==> src/hw/rtl/atm_pkg.sv <==
`default_nettype none
// ----------------------------------------------------------------------------
// atm_pkg
// Shared types, constants and the sine table of the tone modulator.
// ----------------------------------------------------------------------------
package atm_pkg;

	// sine table and sample path
	localparam int SINE_ENTRIES = 256;
	localparam int SINE_AW      = $clog2(SINE_ENTRIES);
	localparam int DECIMATION   = 2;
	localparam int DEC_W        = (DECIMATION > 1) ? $clog2(DECIMATION) : 1;
	localparam int MAX_OUT      = 64;
	localparam int CNT_W        = $clog2(MAX_OUT + 1);
	localparam logic [14:0] FULL_SCALE = 15'h7fff;

	// divide by 100 as multiply by ceil(2^29 / 100), exact below 2^22
	localparam logic [22:0] RECIP_100 = 23'd5368710;
	localparam int RECIP_SH = 29;

	// result queue
	localparam int OUTQ_DEPTH = 8;
	localparam int OUTQ_AW    = $clog2(OUTQ_DEPTH);
	localparam int OUTQ_CW    = $clog2(OUTQ_DEPTH + 1);
	localparam int OCC_W      = 3;

	// modem modes
	localparam logic [2:0] MODE_AFSK      = 3'd0;
	localparam logic [2:0] MODE_QPSK      = 3'd1;
	localparam logic [2:0] MODE_8PSK      = 3'd2;
	localparam logic [2:0] MODE_SCRAMBLED = 3'd3;
	localparam logic [2:0] MODE_BASEBAND  = 3'd4;

	// register indexes
	localparam int CFG_IDX_W = 3;
	localparam logic [CFG_IDX_W-1:0] REG_MODE      = 3'd0;
	localparam logic [CFG_IDX_W-1:0] REG_TPS       = 3'd1;
	localparam logic [CFG_IDX_W-1:0] REG_TPSYM     = 3'd2;
	localparam logic [CFG_IDX_W-1:0] REG_MARK      = 3'd3;
	localparam logic [CFG_IDX_W-1:0] REG_SPACE     = 3'd4;
	localparam logic [CFG_IDX_W-1:0] REG_AMP       = 3'd5;

	// gray maps, phase jump in units of 90 and 45 degrees
	localparam logic [1:0] QPSK_MAP [4] = '{2'd0, 2'd1, 2'd3, 2'd2};
	localparam logic [2:0] EPSK_MAP [8] = '{3'd1, 3'd0, 3'd2, 3'd3, 3'd6, 3'd7, 3'd5, 3'd4};

	localparam logic [7:0] PHASE45_TOP = 8'd32;

	typedef struct packed {
		logic data_bit;
		logic stretch;
	} in_item_t;

	typedef struct packed {
		logic signed [15:0] sample;
		logic               last;
	} out_item_t;

	typedef struct packed {
		logic [2:0]  mode;
		logic [31:0] tps;
		logic [31:0] tpsym;
		logic [30:0] mark;
		logic [30:0] space;
		logic [6:0]  amp;
	} cfg_t;

	typedef struct packed {
		logic       wr;
		logic [2:0] mode;
	} mode_wr_t;

	typedef enum logic {
		CMD_TICK,
		CMD_SYMBOL
	} cmd_kind_t;

	typedef struct packed {
		cmd_kind_t  kind;
		logic       stretch;
		logic       dat;
		logic [7:0] jump;
	} cmd_t;

	typedef struct packed {
		logic               valid;
		logic               emit;
		logic               fin;
		logic               baseband;
		logic               dat;
		logic [SINE_AW-1:0] addr;
	} req_t;

	typedef logic signed [15:0] sine_tab_t [SINE_ENTRIES];

	// long division by shift and subtract, only run at elaboration
	function automatic longint unsigned long_div(longint unsigned num,
		longint unsigned den);
		longint unsigned quo;
		longint unsigned rem;
		int              b;
		quo = 0;
		rem = 0;
		for (b = 63; b >= 0; b--) begin
			rem = {rem[62:0], num[b]};
			if (rem >= den) begin
				rem    = rem - den;
				quo[b] = 1'b1;
			end
		end
		return quo;
	endfunction

	// quarter wave by taylor series in q30, mirrored to a full period
	function automatic sine_tab_t build_sine();
		sine_tab_t         tab;
		longint unsigned   x;
		longint unsigned   x2;
		longint unsigned   t;
		longint unsigned   q;
		longint unsigned   div;
		longint            s;
		int                j;
		int                k;
		for (j = 0; j < SINE_ENTRIES; j++) begin
			tab[8'(j)] = 16'sd0;
		end
		for (j = 0; j <= 64; j++) begin
			x  = (longint'(j) * 64'd3373259426) >> 7;
			x2 = (x * x) >> 30;
			t  = x;
			s  = longint'(x);
			for (k = 1; k <= 7; k++) begin
				div = longint'((2 * k) * (2 * k + 1));
				t   = long_div((t * x2) >> 30, div);
				if (k[0])
					s = s - longint'(t);
				else
					s = s + longint'(t);
			end
			if (s < 0)
				s = 0;
			q = (longint'(s) * 64'd32767 + 64'd536870912) >> 30;
			if (q > 64'd32767)
				q = 64'd32767;
			tab[8'(j)]       = $signed(16'(q));
			tab[8'(128 - j)] = $signed(16'(q));
			tab[8'(128 + j)] = -$signed(16'(q));
			tab[8'(256 - j)] = -$signed(16'(q));
		end
		tab[0]   = 16'sd0;
		tab[128] = 16'sd0;
		return tab;
	endfunction

	localparam sine_tab_t WAVE_ROM = build_sine();

endpackage
`default_nettype wire

==> src/hw/rtl/atm_front.sv <==
`default_nettype none
// ----------------------------------------------------------------------------
// atm_front
// Takes input bits, gathers psk bits, scrambles and queues symbol commands.
// ----------------------------------------------------------------------------
module atm_front (
	input  wire               clk,
	input  wire               arst_n,
	input  wire  [2:0]        mode,
	input  atm_pkg::mode_wr_t mode_wr,
	input  wire               push,
	input  atm_pkg::in_item_t data,
	output logic              full,
	input  wire               cmd_pop,
	output logic              cmd_valid,
	output atm_pkg::cmd_t     cmd
);
	import atm_pkg::*;

	logic [1:0]  bc_q, bc_nx;
	logic [1:0]  held_q, held_nx;
	logic [16:0] scr_q, scr_nx;
	logic        accept;
	logic        dat;
	logic        scr_bit;
	logic        cmd_ok;
	cmd_t        cmd_nx;

	cmd_t        queue_q [2];
	logic        wr_q;
	logic        rd_q;
	logic [1:0]  cnt_q;
	logic        q_push;
	logic        q_pop;

	assign full   = (cnt_q == 2'd2);
	assign accept = push && !full;
	assign dat    = data.stretch ? 1'b0 : data.data_bit;
	assign scr_bit = dat ^ scr_q[16] ^ scr_q[11];

	always_comb begin
		bc_nx   = bc_q;
		held_nx = held_q;
		scr_nx  = scr_q;
		cmd_ok  = 1'b0;
		cmd_nx.kind    = CMD_SYMBOL;
		cmd_nx.stretch = data.stretch;
		cmd_nx.dat     = dat;
		cmd_nx.jump    = 8'd0;
		unique case (mode) inside
			MODE_QPSK: begin
				bc_nx = bc_q + 2'd1;
				if (!bc_q[0]) begin
					held_nx     = {1'b0, dat};
					cmd_nx.kind = CMD_TICK;
					cmd_ok      = data.stretch;
				end else begin
					cmd_nx.jump = {QPSK_MAP[{held_q[0], dat}], 6'd0};
					cmd_ok      = 1'b1;
				end
			end
			MODE_8PSK: begin
				if (bc_q < 2'd2) begin
					held_nx     = {held_q[0], dat};
					bc_nx       = bc_q + 2'd1;
					cmd_nx.kind = CMD_TICK;
					cmd_ok      = data.stretch;
				end else begin
					cmd_nx.jump = {EPSK_MAP[{held_q, dat}], 5'd0};
					held_nx     = 2'd0;
					bc_nx       = 2'd0;
					cmd_ok      = 1'b1;
				end
			end
			MODE_SCRAMBLED: begin
				scr_nx     = {scr_q[15:0], scr_bit};
				cmd_nx.dat = scr_bit;
				cmd_ok     = 1'b1;
			end
			MODE_AFSK, MODE_BASEBAND: begin
				cmd_ok = 1'b1;
			end
			default: begin
				// unused mode codes drop the bit
				cmd_ok = 1'b0;
			end
		endcase
	end

	assign q_push    = accept && cmd_ok;
	assign q_pop     = cmd_pop && (cnt_q != 2'd0);
	assign cmd_valid = (cnt_q != 2'd0);
	assign cmd       = queue_q[rd_q];

	always_ff @(posedge clk or negedge arst_n) begin
		if (!arst_n) begin
			bc_q   <= '0;
			held_q <= '0;
			scr_q  <= '0;
			wr_q   <= 1'b0;
			rd_q   <= 1'b0;
			cnt_q  <= '0;
		end else begin
			if (mode_wr.wr) begin
				bc_q   <= '0;
				held_q <= '0;
				scr_q  <= '0;
			end else if (accept) begin
				bc_q   <= bc_nx;
				held_q <= held_nx;
				scr_q  <= scr_nx;
			end
			if (q_push)
				wr_q <= !wr_q;
			if (q_pop)
				rd_q <= !rd_q;
			cnt_q <= cnt_q + {1'b0, q_push} - {1'b0, q_pop};
		end
	end

	always_ff @(posedge clk) begin
		if (q_push)
			queue_q[wr_q] <= cmd_nx;
	end

endmodule
`default_nettype wire

==> src/hw/rtl/atm_seq.sv <==
`default_nettype none
// ----------------------------------------------------------------------------
// atm_seq
// Symbol sequencer: phase/tick accumulators; if issue_ok, one request a cycle.
// ----------------------------------------------------------------------------
module atm_seq (
	input  wire               clk,
	input  wire               arst_n,
	input  atm_pkg::cfg_t     cfg,
	input  atm_pkg::mode_wr_t mode_wr,
	input  wire               cmd_valid,
	input  atm_pkg::cmd_t     cmd,
	output logic              cmd_pop,
	input  wire               issue_ok,
	output atm_pkg::req_t     req
);
	import atm_pkg::*;

	typedef enum logic [1:0] {
		ST_IDLE,
		ST_START,
		ST_LOOP,
		ST_FINISH
	} state_t;

	localparam logic signed [34:0] ACC_MAX = 35'sh1_FFFF_FFFF;
	localparam logic signed [34:0] ACC_MIN = 35'sh6_0000_0000;

	state_t             state_q;
	cmd_t               cmd_q;
	logic signed [33:0] tick_q;
	logic [31:0]        phase_q;
	logic [DEC_W-1:0]   dec_q;
	logic [CNT_W-1:0]   n_q;
	req_t               req_q;

	logic [30:0]        step;
	logic [31:0]        phase_nx;
	logic               baseband;
	logic [DEC_W:0]     dec_inc;
	logic               dec_hit;
	logic               emit;
	logic signed [33:0] tick_add;
	logic signed [33:0] tick_sub;
	logic [CNT_W-1:0]   n_nx;
	logic               fin;

	function automatic logic signed [33:0] sat34(input logic signed [34:0] v);
		if (v > ACC_MAX)
			return ACC_MAX[33:0];
		if (v < ACC_MIN)
			return ACC_MIN[33:0];
		return v[33:0];
	endfunction

	always_comb begin
		step     = ((cfg.mode == MODE_AFSK) && cmd_q.dat) ? cfg.space : cfg.mark;
		phase_nx = phase_q + {1'b0, step};
		baseband = (cfg.mode == MODE_SCRAMBLED) || (cfg.mode == MODE_BASEBAND);
		dec_inc  = {1'b0, dec_q} + {{DEC_W{1'b0}}, 1'b1};
		dec_hit  = (dec_inc >= (DEC_W + 1)'(DECIMATION));
		emit     = baseband ? dec_hit : 1'b1;
		tick_add = sat34({tick_q[33], tick_q} + $signed({3'b000, cfg.tps}));
		tick_sub = sat34({tick_q[33], tick_q} - $signed({3'b000, cfg.tpsym}));
		n_nx     = n_q + {{(CNT_W-1){1'b0}}, emit};
		fin      = (tick_add >= $signed({2'b00, cfg.tpsym})) ||
		           (n_nx >= CNT_W'(MAX_OUT));
	end

	assign cmd_pop = (state_q == ST_IDLE) && cmd_valid;
	assign req     = req_q;

	always_ff @(posedge clk or negedge arst_n) begin
		if (!arst_n) begin
			state_q <= ST_IDLE;
			cmd_q   <= '0;
			tick_q  <= '0;
			phase_q <= '0;
			dec_q   <= '0;
			n_q     <= '0;
			req_q   <= '0;
		end else begin
			if (mode_wr.wr) begin
				tick_q      <= '0;
				dec_q       <= '0;
				phase_q     <= (mode_wr.mode == MODE_QPSK) ? {PHASE45_TOP, 24'd0} : 32'd0;
				req_q.valid <= 1'b0;
			end else begin
				unique case (state_q)
					ST_IDLE: begin
						req_q.valid <= 1'b0;
						if (cmd_valid) begin
							cmd_q   <= cmd;
							state_q <= ST_START;
						end
					end
					ST_START: begin
						req_q.valid <= 1'b0;
						if (cmd_q.stretch)
							tick_q <= tick_sub;
						n_q <= '0;
						if (cmd_q.kind == CMD_SYMBOL) begin
							phase_q <= phase_q + {cmd_q.jump, 24'd0};
							state_q <= ST_LOOP;
						end else begin
							state_q <= ST_IDLE;
						end
					end
					ST_LOOP: begin
						req_q.valid <= issue_ok;
						if (issue_ok) begin
							if (baseband)
								dec_q <= dec_hit ? '0 : dec_inc[DEC_W-1:0];
							else
								phase_q <= phase_nx;
							tick_q         <= tick_add;
							n_q            <= n_nx;
							req_q.emit     <= emit;
							req_q.fin      <= fin;
							req_q.baseband <= baseband;
							req_q.dat      <= cmd_q.dat;
							req_q.addr     <= phase_nx[31 -: SINE_AW];
							if (fin)
								state_q <= ST_FINISH;
						end
					end
					ST_FINISH: begin
						req_q.valid <= 1'b0;
						tick_q      <= tick_sub;
						state_q     <= ST_IDLE;
					end
					default: begin
						req_q.valid <= 1'b0;
						state_q     <= ST_IDLE;
					end
				endcase
			end
		end
	end

endmodule
`default_nettype wire

==> src/hw/rtl/atm_level.sv <==
`default_nettype none
// ----------------------------------------------------------------------------
// atm_level
// Sample path: sine lookup or baseband level, scaling, clipping, last marking.
// ----------------------------------------------------------------------------
module atm_level (
	input  wire                            clk,
	input  wire                            arst_n,
	input  wire  [6:0]                     amp,
	input  atm_pkg::req_t                  req,
	output logic [atm_pkg::OCC_W-1:0]      occ,
	output logic                           push,
	output atm_pkg::out_item_t             push_item
);
	import atm_pkg::*;

	logic signed [15:0] rom_val;
	logic [14:0]        mag_c;
	logic               neg_c;

	logic        v_s1, e_s1, f_s1, n_s1;
	logic [14:0] mag_s1;
	logic        v_s2, e_s2, f_s2, n_s2;
	logic [21:0] prod_s2;
	logic        v_s3, e_s3, f_s3, n_s3;
	logic [15:0] quo_s3;

	logic [44:0]        scaled;
	logic [14:0]        clipped;
	logic signed [15:0] value;

	out_item_t pend_q;
	logic      pend_v_q;
	logic      pend_fin_q;

	always_comb begin
		rom_val = WAVE_ROM[req.addr];
		if (req.baseband) begin
			mag_c = FULL_SCALE;
			neg_c = !req.dat;
		end else begin
			mag_c = rom_val[15] ? 15'(-rom_val) : rom_val[14:0];
			neg_c = rom_val[15];
		end
		scaled  = {23'd0, prod_s2} * {22'd0, RECIP_100};
		clipped = (quo_s3 > {1'b0, FULL_SCALE}) ? FULL_SCALE : quo_s3[14:0];
		value   = n_s3 ? -$signed({1'b0, clipped}) : $signed({1'b0, clipped});
	end

	// pipeline, never stalls: room in the result queue is reserved at issue
	always_ff @(posedge clk or negedge arst_n) begin
		if (!arst_n) begin
			v_s1 <= 1'b0;
			v_s2 <= 1'b0;
			v_s3 <= 1'b0;
		end else begin
			v_s1 <= req.valid;
			v_s2 <= v_s1;
			v_s3 <= v_s2;
		end
	end

	always_ff @(posedge clk) begin
		e_s1    <= req.emit;
		f_s1    <= req.fin;
		n_s1    <= neg_c;
		mag_s1  <= mag_c;
		e_s2    <= e_s1;
		f_s2    <= f_s1;
		n_s2    <= n_s1;
		prod_s2 <= {7'd0, mag_s1} * {15'd0, amp};
		e_s3    <= e_s2;
		f_s3    <= f_s2;
		n_s3    <= n_s2;
		quo_s3  <= scaled[RECIP_SH +: 16];
	end

	// hold one sample back until it is known whether it closes the symbol
	always_comb begin
		push      = 1'b0;
		push_item = pend_q;
		if (pend_fin_q) begin
			push           = 1'b1;
			push_item.last = 1'b1;
		end else if (v_s3 && e_s3) begin
			push           = pend_v_q;
			push_item.last = 1'b0;
		end else if (v_s3 && f_s3) begin
			push           = pend_v_q;
			push_item.last = 1'b1;
		end
	end

	always_ff @(posedge clk or negedge arst_n) begin
		if (!arst_n) begin
			pend_v_q   <= 1'b0;
			pend_fin_q <= 1'b0;
			pend_q     <= '0;
		end else begin
			if (pend_fin_q) begin
				pend_v_q   <= 1'b0;
				pend_fin_q <= 1'b0;
			end else if (v_s3 && e_s3) begin
				pend_v_q      <= 1'b1;
				pend_fin_q    <= f_s3;
				pend_q.sample <= value;
				pend_q.last   <= 1'b0;
			end else if (v_s3 && f_s3) begin
				pend_v_q <= 1'b0;
			end
		end
	end

	assign occ = OCC_W'($countones({req.valid & req.emit, v_s1 & e_s1, v_s2 & e_s2,
		v_s3 & e_s3, pend_v_q}));

endmodule
`default_nettype wire

==> src/hw/rtl/atm_outq.sv <==
`default_nettype none
// ----------------------------------------------------------------------------
// atm_outq
// Result queue between the sample path and the consumer.
// ----------------------------------------------------------------------------
module atm_outq (
	input  wire                          clk,
	input  wire                          arst_n,
	input  wire                          push,
	input  atm_pkg::out_item_t           push_item,
	input  wire                          pop,
	output logic                         empty,
	output atm_pkg::out_item_t           head,
	output logic [atm_pkg::OUTQ_CW-1:0]  count
);
	import atm_pkg::*;

	out_item_t          mem_q [OUTQ_DEPTH];
	logic [OUTQ_AW-1:0] wr_q;
	logic [OUTQ_AW-1:0] rd_q;
	logic [OUTQ_CW-1:0] cnt_q;
	logic               do_pop;

	assign empty  = (cnt_q == '0);
	assign do_pop = pop && !empty;
	assign head   = mem_q[rd_q];
	assign count  = cnt_q;

	always_ff @(posedge clk or negedge arst_n) begin
		if (!arst_n) begin
			wr_q  <= '0;
			rd_q  <= '0;
			cnt_q <= '0;
		end else begin
			if (push)
				wr_q <= wr_q + OUTQ_AW'(1);
			if (do_pop)
				rd_q <= rd_q + OUTQ_AW'(1);
			cnt_q <= cnt_q + OUTQ_CW'(push) - OUTQ_CW'(do_pop);
		end
	end

	always_ff @(posedge clk) begin
		if (push)
			mem_q[wr_q] <= push_item;
	end

endmodule
`default_nettype wire

==> src/hw/rtl/afsk_psk_tone_modulator_unit.sv <==
`default_nettype none
// ----------------------------------------------------------------------------
// afsk_psk_tone_modulator_unit
// Afsk, qpsk, 8psk, scrambled and baseband tone modulator, one audio channel.
// ----------------------------------------------------------------------------
//  channel   direction  handshake            payload
//  data      in         push / full          data_bit, stretch
//  result    out        empty / pop          sample, last
//  cfg       in         cfg_valid/cfg_ready  cfg_index, cfg_data
//
// one sample per cycle in the loop state while results are drained; a symbol
// passes the sequencer states idle, start, loop and finish
// a psk item that only stores a bit is a tick command only with stretch
// the four-stage sample path and the eight-item result queue set the lag
// reset is asynchronous and clears the control registers, not the stored
// data; the sine table is constant logic, so there is no clearing pass
// ----------------------------------------------------------------------------
module afsk_psk_tone_modulator_unit (
	input  wire                               clk,
	input  wire                               arst_n,
	input  wire                               push,
	output logic                              full,
	input  atm_pkg::in_item_t                 data,
	output logic                              empty,
	input  wire                               pop,
	output atm_pkg::out_item_t                result,
	input  wire                               cfg_valid,
	output logic                              cfg_ready,
	input  wire  [atm_pkg::CFG_IDX_W-1:0]     cfg_index,
	input  wire  [31:0]                       cfg_data
);
	import atm_pkg::*;

	// configuration registers
	logic [2:0]  mode_q;
	logic [31:0] tps_q;
	logic [31:0] tpsym_q;
	logic [30:0] mark_q;
	logic [30:0] space_q;
	logic [6:0]  amp_q;

	logic        cfg_wr;
	cfg_t        cfg;
	mode_wr_t    mode_wr;

	// front to sequencer
	logic        cmd_valid;
	logic        cmd_pop;
	cmd_t        cmd;

	// sequencer to sample path
	req_t        req;
	logic        issue_ok;
	logic [OCC_W-1:0]   occ;
	logic [OUTQ_CW-1:0] oq_count;

	// sample path to result queue
	logic        lvl_push;
	out_item_t   lvl_item;

	// writes are always taken
	assign cfg_ready = 1'b1;
	assign cfg_wr    = cfg_valid && cfg_ready;

	always_ff @(posedge clk or negedge arst_n) begin
		if (!arst_n) begin
			mode_q  <= MODE_AFSK;
			tps_q   <= 32'd97391;
			tpsym_q <= 32'd3579139;
			mark_q  <= 31'd116868891;
			space_q <= 31'd214259633;
			amp_q   <= 7'd50;
		end else if (cfg_wr) begin
			unique case (cfg_index)
				REG_MODE:  mode_q  <= cfg_data[2:0];
				REG_TPS:   tps_q   <= cfg_data;
				REG_TPSYM: tpsym_q <= cfg_data;
				REG_MARK:  mark_q  <= cfg_data[30:0];
				REG_SPACE: space_q <= cfg_data[30:0];
				REG_AMP:   amp_q   <= cfg_data[6:0];
				default: ;
			endcase
		end
	end

	// a mode write restarts the modulator state
	assign mode_wr.wr   = cfg_wr && (cfg_index == REG_MODE);
	assign mode_wr.mode = cfg_data[2:0];

	assign cfg.mode  = mode_q;
	assign cfg.tps   = tps_q;
	assign cfg.tpsym = tpsym_q;
	assign cfg.mark  = mark_q;
	assign cfg.space = space_q;
	assign cfg.amp   = amp_q;

	// front: classifies bits and queues symbol commands
	atm_front u_front (
		.clk       (clk),
		.arst_n    (arst_n),
		.mode      (mode_q),
		.mode_wr   (mode_wr),
		.push      (push),
		.data      (data),
		.full      (full),
		.cmd_pop   (cmd_pop),
		.cmd_valid (cmd_valid),
		.cmd       (cmd)
	);

	// a sample is issued only when its result has a reserved queue slot
	assign issue_ok = ({2'b00, occ} + {1'b0, oq_count}) < 5'(OUTQ_DEPTH);

	// back: walks the samples of each symbol
	atm_seq u_seq (
		.clk       (clk),
		.arst_n    (arst_n),
		.cfg       (cfg),
		.mode_wr   (mode_wr),
		.cmd_valid (cmd_valid),
		.cmd       (cmd),
		.cmd_pop   (cmd_pop),
		.issue_ok  (issue_ok),
		.req       (req)
	);

	// sine lookup, scaling, clipping, last flag
	atm_level u_level (
		.clk       (clk),
		.arst_n    (arst_n),
		.amp       (amp_q),
		.req       (req),
		.occ       (occ),
		.push      (lvl_push),
		.push_item (lvl_item)
	);

	// result queue, parts the sample path from the consumer
	atm_outq u_outq (
		.clk       (clk),
		.arst_n    (arst_n),
		.push      (lvl_push),
		.push_item (lvl_item),
		.pop       (pop),
		.empty     (empty),
		.head      (result),
		.count     (oq_count)
	);

endmodule
`default_nettype wire
==> config.mk <==
export PLATFORM = sky130hd
export DESIGN_NAME = afsk_psk_tone_modulator_unit
export DESIGN_NICKNAME = d
export VERILOG_FILES = /design/src/hw/rtl/atm_pkg.sv /design/src/hw/rtl/atm_front.sv /design/src/hw/rtl/atm_seq.sv /design/src/hw/rtl/atm_level.sv /design/src/hw/rtl/atm_outq.sv /design/src/hw/rtl/afsk_psk_tone_modulator_unit.sv
export SDC_FILE = /design/constraint.sdc
export NUM_CORES = 2
export LEC_CHECK = 0
export BUFFER_PORTS_ARGS = -buffer_cell sky130_fd_sc_hd__buf_2
export CAP_MARGIN = 5
export CORE_MARGIN = 1
export CORE_UTILIZATION = 24
export CTS_BUF_LIST = sky130_fd_sc_hd__clkbuf_8
export CTS_CLUSTER_DIAMETER = 40
export DETAILED_ROUTE_END_ITERATION = 8
export SKIP_CTS_REPAIR_TIMING = 1
export SYNTH_ARGS = -nofsm -noshare
export SYNTH_HDL_FRONTEND = slang
export SYNTH_SLANG_ARGS = --single-unit
export TNS_END_PERCENT = 5
==> constraint.sdc <==
create_clock -name clk -period 7.9 [get_ports clk]
set_clock_uncertainty 0.2 [all_clocks]
set_input_delay 0.395 -clock clk [delete_from_list [all_inputs] [get_ports clk]]
set_output_delay 0.395 -clock clk [all_outputs]
set_load 0.03 [all_outputs]
# After elaboration in Yosys (flattened, before gate mapping)
# Memory sizes are Yosys's and may differ from the RTL's. A register that Yosys moved wholly into a read port is not among the register bits.
# Cells that the tools add are included.
[totals]
out_inout_bits = 20
n_memories = 4
romBits = 4120
ramBits = 158
wordCells = 256
regBits = 343
inputBits = 42
[mem_list]
columns = ["name", "depth", "word_bits", "rd", "rd_ports_with_merged_regs", "write_ports", "line", "source"]
rows = [
  ["(no name shown)", 256, 16, 1, 0, 0, "atm_level.sv:37", "rom_val = WAVE_ROM[req.addr];"],
  ["u_outq.mem_q", 8, 17, 1, 0, 1, "atm_outq.sv:18", "out_item_t mem_q [OUTQ_DEPTH];"],
  ["(no name shown)", 8, 3, 1, 0, 0, "atm_front.sv:69", "cmd_nx.jump = {EPSK_MAP[{held_q, dat}], 5'd0};"],
  ["u_front.queue_q", 2, 11, 1, 1, 1, "atm_front.sv:29", "cmd_t queue_q [2];"],
]
[op_classes]
n_addsub = 20
n_mux = 89
n_bitwise = 11
eq_ne = 22
n_reduce_logical = 51
magnitude_cmp = 13
mul = 2
[op_table]
columns = ["operator", "count"]
rows = [
  ["two-way mux 34 bit", 11],
  ["two-way mux 32 bit", 4],
  ["case mux 34 bit (3 select lines)", 1],
  ["> comparator 35 x 34 -> 1 bit (second input constant)", 2],
  ["< comparator 35 x 34 -> 1 bit (second input constant)", 2],
  ["case mux 32 bit (2 select lines)", 1],
  ["two-way mux 17 bit", 3],
  ["two-way mux 16 bit", 3],
  ["multiplier 22 x 22 -> 44 bit (second input constant)", 1],
  ["adder 34 x 33 -> 35 bit", 1],
  ["two-way mux 1 bit", 35],
  ["subtractor 34 x 33 -> 35 bit", 1],
  ["greater-or-equal comparator 34 x 33 -> 1 bit", 1],
  ["adder 32 x 31 -> 32 bit", 1],
  ["adder 32 bit", 1],
  ["two-way mux 31 bit", 1],
  ["two-way mux 15 bit", 2],
  ["two-way mux 30 bit", 1],
  ["two-way mux 2 bit", 13],
  ["multiplier 15 x 7 -> 22 bit", 1],
  ["AND reduction 2 bit", 9],
  ["AND reduction 3 bit", 6],
  ["> comparator 16 x 15 -> 1 bit (second input constant)", 1],
  ["two-way mux 8 bit", 2],
  ["other kinds (56)", 104],
]

# Depth between registers and ports, before layout
[logic_depth]
ltp_word = 11
depth_mapped = 24
depth_no_buf = 23

# By module
# From an unflattened synthesis, not the netlist that was laid out.
[hier_totals]
hier_cells = 3976
area_unflattened_um2 = 40724.1
[modules_own_cells]
columns = ["module", "area_each_um2", "cells_each", "seq_area_each_um2", "n_inst"]
rows = [
  ["atm_level", 16687.3, 1887, 1766.7, 1],
  ["atm_seq", 11195.7, 1390, 2502.4, 1],
  ["atm_outq", 5756.8, 250, 4334.2, 1],
  ["afsk_psk_tone_modulator_unit", 5260.0, 298, 3475.8, 1],
  ["atm_front", 1824.2, 151, 985.9, 1],
]

# Worst setup path after synthesis
# No wires, ideal clock.
[synth_path]
path_kind = "flip-flop to flip-flop"
from = "reg u_level.prod_s2[11]"
to = "reg u_level.quo_s3[15]"
path_slack_ps = 1889
path_buffers = 0
setup_ps = 78
path_stages_with_launch = 21
period_less_slack_ps = 6011
arrival_ps = 5734
t_required_ps = 7622
cell_sequence = "dfxtp_1 ha_1 fa_1 fa_1 fa_1 inv_1 fa_1 inv_1 fa_1 fa_1 ha_1 a21oi_1 o21ai_0 nor3_1 o21ai_0 o2111ai_1 a21oi_1 o22a_1 a21o_1 and4_1 nor3_1"
[synth_between]
elab_chain_cells = 1
[synth_lines]
columns = ["item", "line", "source"]
rows = [
  ["start, declared", "atm_level.sv:24", "logic [21:0] prod_s2;"],
  ["start signal, assigned", "atm_level.sv:71", "prod_s2 <= {7'd0, mag_s1} * {15'd0, amp};"],
  ["multiplier 22 x 22 -> 44 bit", "atm_level.sv:45", "scaled = {23'd0, prod_s2} * {22'd0, RECIP_100};"],
  ["net u_level.scaled[44]", "atm_level.sv:28", "logic [44:0] scaled;"],
  ["end signal, assigned", "atm_level.sv:75", "quo_s3 <= scaled[RECIP_SH +: 16];"],
  ["end, declared", "atm_level.sv:26", "logic [15:0] quo_s3;"],
]
# The timed path passes the listed nets, and every way through them passes these cells.
# A chain may end at the register's enable or synchronous reset.

# Worst setup path after layout
[layout_path]
from = "reg u_level.prod_s2[9]"
to = "reg u_level.quo_s3[15]"
# Same word-level chain as after synthesis.

==> summary.md <==
| Metric | Value |
|---|---|
| Status | completed |
| DRT Pass-1 Iters | 7 |
| Antenna Violating Nets Remaining | 0 |
| Final weighted congestion in routability-driven placement | 0.921 |
| Total of flip-flops plus latches after synthesis | 497 |
| Sum Neg Setup Slack | 0 ns |
| Flip-flop cell with the highest count after synthesis | sky130_fd_sc_hd__dfrtp_1 |
| Number of clock buffers inserted by TritonCTS | 84 |
| Count of final hold-check violations | 0 |
| R2R cell count | 20 |
| Async S/R FF share, synth | 57.7% |
| Sinks on the clock net | 497 |
| WL final | 103,000 µm |
| TritonCTS clock tree | done |
| 1st-iter DRT viols | 1,973 |
| Arrival time worst endpoint | 7.18 ns |
| Total congestion overflow | 0 |
| Launching element of the worst setup path | u_level.prod_s2[9]$_DFF_P_ |
| Commonest non-fill, non-tap cell in the layout | sky130_fd_sc_hd__ha_1 |
| Total standard cell area after synthesis | 38,900 µm² |
| Share of the yosys chip area belonging to registers | 33.2% |
| Post-route fraction of the period consumed by the critical path | 85.0% |
| Drt via density | 4.66 |
| Vias | 28,500 |
| Initial antenna violation count | 3 |
| Clock tree root buffer cell | sky130_fd_sc_hd__clkbuf_8 |
| Placed wire-length estimate | 76,500 µm |
| Max-cap viol count | 0 |
| Startpoint Class | flop |
| Number of instances in the synthesized netlist | 3,819 |
| Die Y | 405 µm |
| Post-synth EDFFs | 148 |
| Buffers added on ports | 60 |
| Starting Density | 24.2% |
| Number of fill cells in the layout | 16,900 |
| Net count of the finished layout | 4,621 |
| Time the final worst path needs with I/O delays and setup | 6.71 ns |
| Maximum number of pins on one net before global-route repair | 176 |
| Achievable Freq | 149 MHz |
| Slew Viols, Final | 0 |
| Setup violation total in the final timing report | 0 |
| Die width | 405 µm |
| Area used by sequential logic in the layout | 12,900 µm² |
| RSZ-0062 raised after global routing | no |
| Routed WL per cell | 16.8 µm |
| Transition time at the pin with the least slew margin | 1.23 ns |
| Maximum net fanout on the critical path | 8 |
| Worst rel slew slack | 18.1% |
| Clock transition at the registers of the reported paths | 0.06 ns |
| CP endpoint kind | flop |
| Vias in the first global route | 29,000 |
| First-pass GRT wire length | 163,000 µm |
| Worst-case clock buffer depth | 3 |
| Setup Crit Path Kind | reg -> reg |
| Most frequent cells in the layout | sky130_fd_sc_hd__ha_1, sky130_fd_sc_hd__nand2_1, sky130_fd_sc_hd__inv_1, sky130_fd_sc_hd__fa_1, sky130_fd_sc_hd__a21oi_1 |
| GRT Util Overall | 12.5% |
| Number of I/O pins | 62 |
| Area of the multi-input gates | 24,200 µm² |
| Critical path data required time | 8.36 ns |
| Layout cells sized above 1 | 13.2% |
| Netlist cell types | 84 |
| Number of synthesis warnings | 0 |
| Core outline area | 161,000 µm² |
| Full die area | 164,000 µm² |
| Critical R2R Launch | u_level.prod_s2[9]$_DFF_P_ |
| Syn_area_per_cell | 10.2 µm² |
| P&R area growth vs syn | 12.6% |
| Class of the worst hold path | in -> async |
| Worst-skew pair later-pin latency | 0.79 ns |
| Residual DRC | 0 |
| H-tree depth | 3 |
| Net count after synthesis | 4,552 |
| Row count | 147 |
[stage by stage]
stage	cells	util [%]	hold slack [ns]	setup slack [ns]	cell area [µm²]
final	6120	27.3	0.00958	1.19	43900
after global placement	5926	26.0	0.111	1.09	41700
after detailed placement	5926	26.0	0.113	1.15	41700
after global routing	6120	27.3	0.00678	0.768	43900
after CTS	6083	27.1	-0.670	1.13	43500
after floorplan	3819	-	-0.101	1.89	38900
[routing by layer]
metal / part of all wire (%) / up-vias / GRT usage, %
li1: - / 13600 / -
met1: 47 / 14100 / 16.9
met2: 46 / 738 / 20.4
met3: 5.2 / 141 / 2.24
met4: 2.1 / 0 / 3.56
met5: 0 / - / 0
[Yosys cell counts (8+ instances only)]
master | number | area share [%]
sky130_fd_sc_hd__ha_1 | 442 | 14
sky130_fd_sc_hd__nand2_1 | 399 | 3.8
sky130_fd_sc_hd__inv_1 | 357 | 3.4
sky130_fd_sc_hd__fa_1 | 249 | 13
sky130_fd_sc_hd__a21oi_1 | 233 | 3.0
sky130_fd_sc_hd__dfrtp_1 | 229 | 15
sky130_fd_sc_hd__o21ai_0 | 209 | 2.7
sky130_fd_sc_hd__nor2_1 | 206 | 2.0
sky130_fd_sc_hd__mux2_2 | 159 | 4.6
sky130_fd_sc_hd__edfxtp_1 | 148 | 11
sky130_fd_sc_hd__clkbuf_1 | 121 | 1.2
sky130_fd_sc_hd__xnor2_1 | 86 | 1.9
sky130_fd_sc_hd__nand3_1 | 68 | 0.87
sky130_fd_sc_hd__dfxtp_1 | 62 | 3.2
sky130_fd_sc_hd__dfstp_2 | 58 | 3.9
sky130_fd_sc_hd__xor2_1 | 56 | 1.3
sky130_fd_sc_hd__a21o_1 | 55 | 1.1
sky130_fd_sc_hd__and2_1 | 55 | 0.88
sky130_fd_sc_hd__nor3_1 | 54 | 0.69
sky130_fd_sc_hd__a211oi_1 | 42 | 0.81
sky130_fd_sc_hd__mux4_2 | 38 | 2.2
sky130_fd_sc_hd__a31oi_1 | 33 | 0.53
sky130_fd_sc_hd__nor2b_1 | 33 | 0.53
sky130_fd_sc_hd__nand2b_1 | 29 | 0.47
sky130_fd_sc_hd__o211ai_1 | 27 | 0.52
sky130_fd_sc_hd__o21a_1 | 26 | 0.50
sky130_fd_sc_hd__buf_1 | 23 | 0.22
sky130_fd_sc_hd__o31ai_1 | 23 | 0.44
sky130_fd_sc_hd__and3_1 | 22 | 0.35
sky130_fd_sc_hd__nand4_1 | 20 | 0.32
sky130_fd_sc_hd__a221oi_1 | 16 | 0.36
sky130_fd_sc_hd__a311oi_1 | 12 | 0.27
sky130_fd_sc_hd__nor4_1 | 12 | 0.19
sky130_fd_sc_hd__o21bai_1 | 12 | 0.23
sky130_fd_sc_hd__o311ai_0 | 12 | 0.27
sky130_fd_sc_hd__or2_2 | 12 | 0.19
sky130_fd_sc_hd__mux2i_1 | 11 | 0.28
sky130_fd_sc_hd__o2111ai_1 | 10 | 0.22
sky130_fd_sc_hd__a41oi_1 | 9 | 0.20
sky130_fd_sc_hd__a21boi_0 | 8 | 0.15
sky130_fd_sc_hd__a22oi_1 | 8 | 0.15
sky130_fd_sc_hd__o22ai_1 | 8 | 0.13
sky130_fd_sc_hd__or3_1 | 8 | 0.13
[worst max-delay path, stage by stage, from the launching register on]
cell and delay (ns):
sky130_fd_sc_hd__dfxtp_1 0.65, sky130_fd_sc_hd__ha_1 0.36, sky130_fd_sc_hd__fa_1 0.58, sky130_fd_sc_hd__fa_1 0.44
sky130_fd_sc_hd__fa_1 0.51, sky130_fd_sc_hd__inv_1 0.06, sky130_fd_sc_hd__fa_1 0.52, sky130_fd_sc_hd__inv_1 0.05
sky130_fd_sc_hd__fa_1 0.56, sky130_fd_sc_hd__fa_1 0.42, sky130_fd_sc_hd__ha_1 0.32, sky130_fd_sc_hd__a21oi_1 0.14
sky130_fd_sc_hd__o21ai_0 0.13, sky130_fd_sc_hd__nor3_1 0.18, sky130_fd_sc_hd__o21ai_0 0.15, sky130_fd_sc_hd__o2111ai_1 0.41
sky130_fd_sc_hd__a21oi_1 0.14, sky130_fd_sc_hd__o22a_1 0.21, sky130_fd_sc_hd__a21o_1 0.21, sky130_fd_sc_hd__and4_1 0.20
sky130_fd_sc_hd__nor3_1 0.18
[kinds of logic after synthesis]
group | share of synthesized area [%]
compound gates | 13.3
xor+xnor | 3.19
fa+ha+maj | 27.0
buf+inv | 4.91
flops | 33.2
mux | 7.08
other cells | 0.00963
simple gates | 11.3
[cell type report]
cell class	count	area share, %
well taps	2160	6.16
diodes	1	0.00571
clock buffers	99	3.11
inverters	359	3.07
repair buffers	131	2.16
multi-input cells	2815	55.1
flip-flops and latches	497	29.5
clock inverters	58	0.904
[flip-flops by register name, indices dropped and copies added, names as in the netlist, 17 cells and up, named ones only]
signal and cells:
tps_q 32, u_level.prod_s2 22, mark_q 31, u_outq.mem_q 136
space_q 31, u_front.scr_q 17, u_seq.tick_q 34, tpsym_q 32
u_seq.phase_q 32
[worst paths after layout]
kind	end	slack, ns
min reg2reg	u_level.n_s2$_DFF_P_	0.12
max reg2reg	u_level.quo_s3[15]$_DFF_P_	1.19
max	u_level.quo_s3[15]$_DFF_P_	1.19
min	u_level.push_item[10]$_DFFE_PN0P_	0.01
max in group asynchronous	u_seq.req[3]$_DFFE_PN0P_	6.00
min in group clk	u_front.held_q[0]$_DFFE_PN0P_	0.06
Power is not shown: default switching activity piles up to over one toggle a cycle in this logic, so the estimate is an artifact.
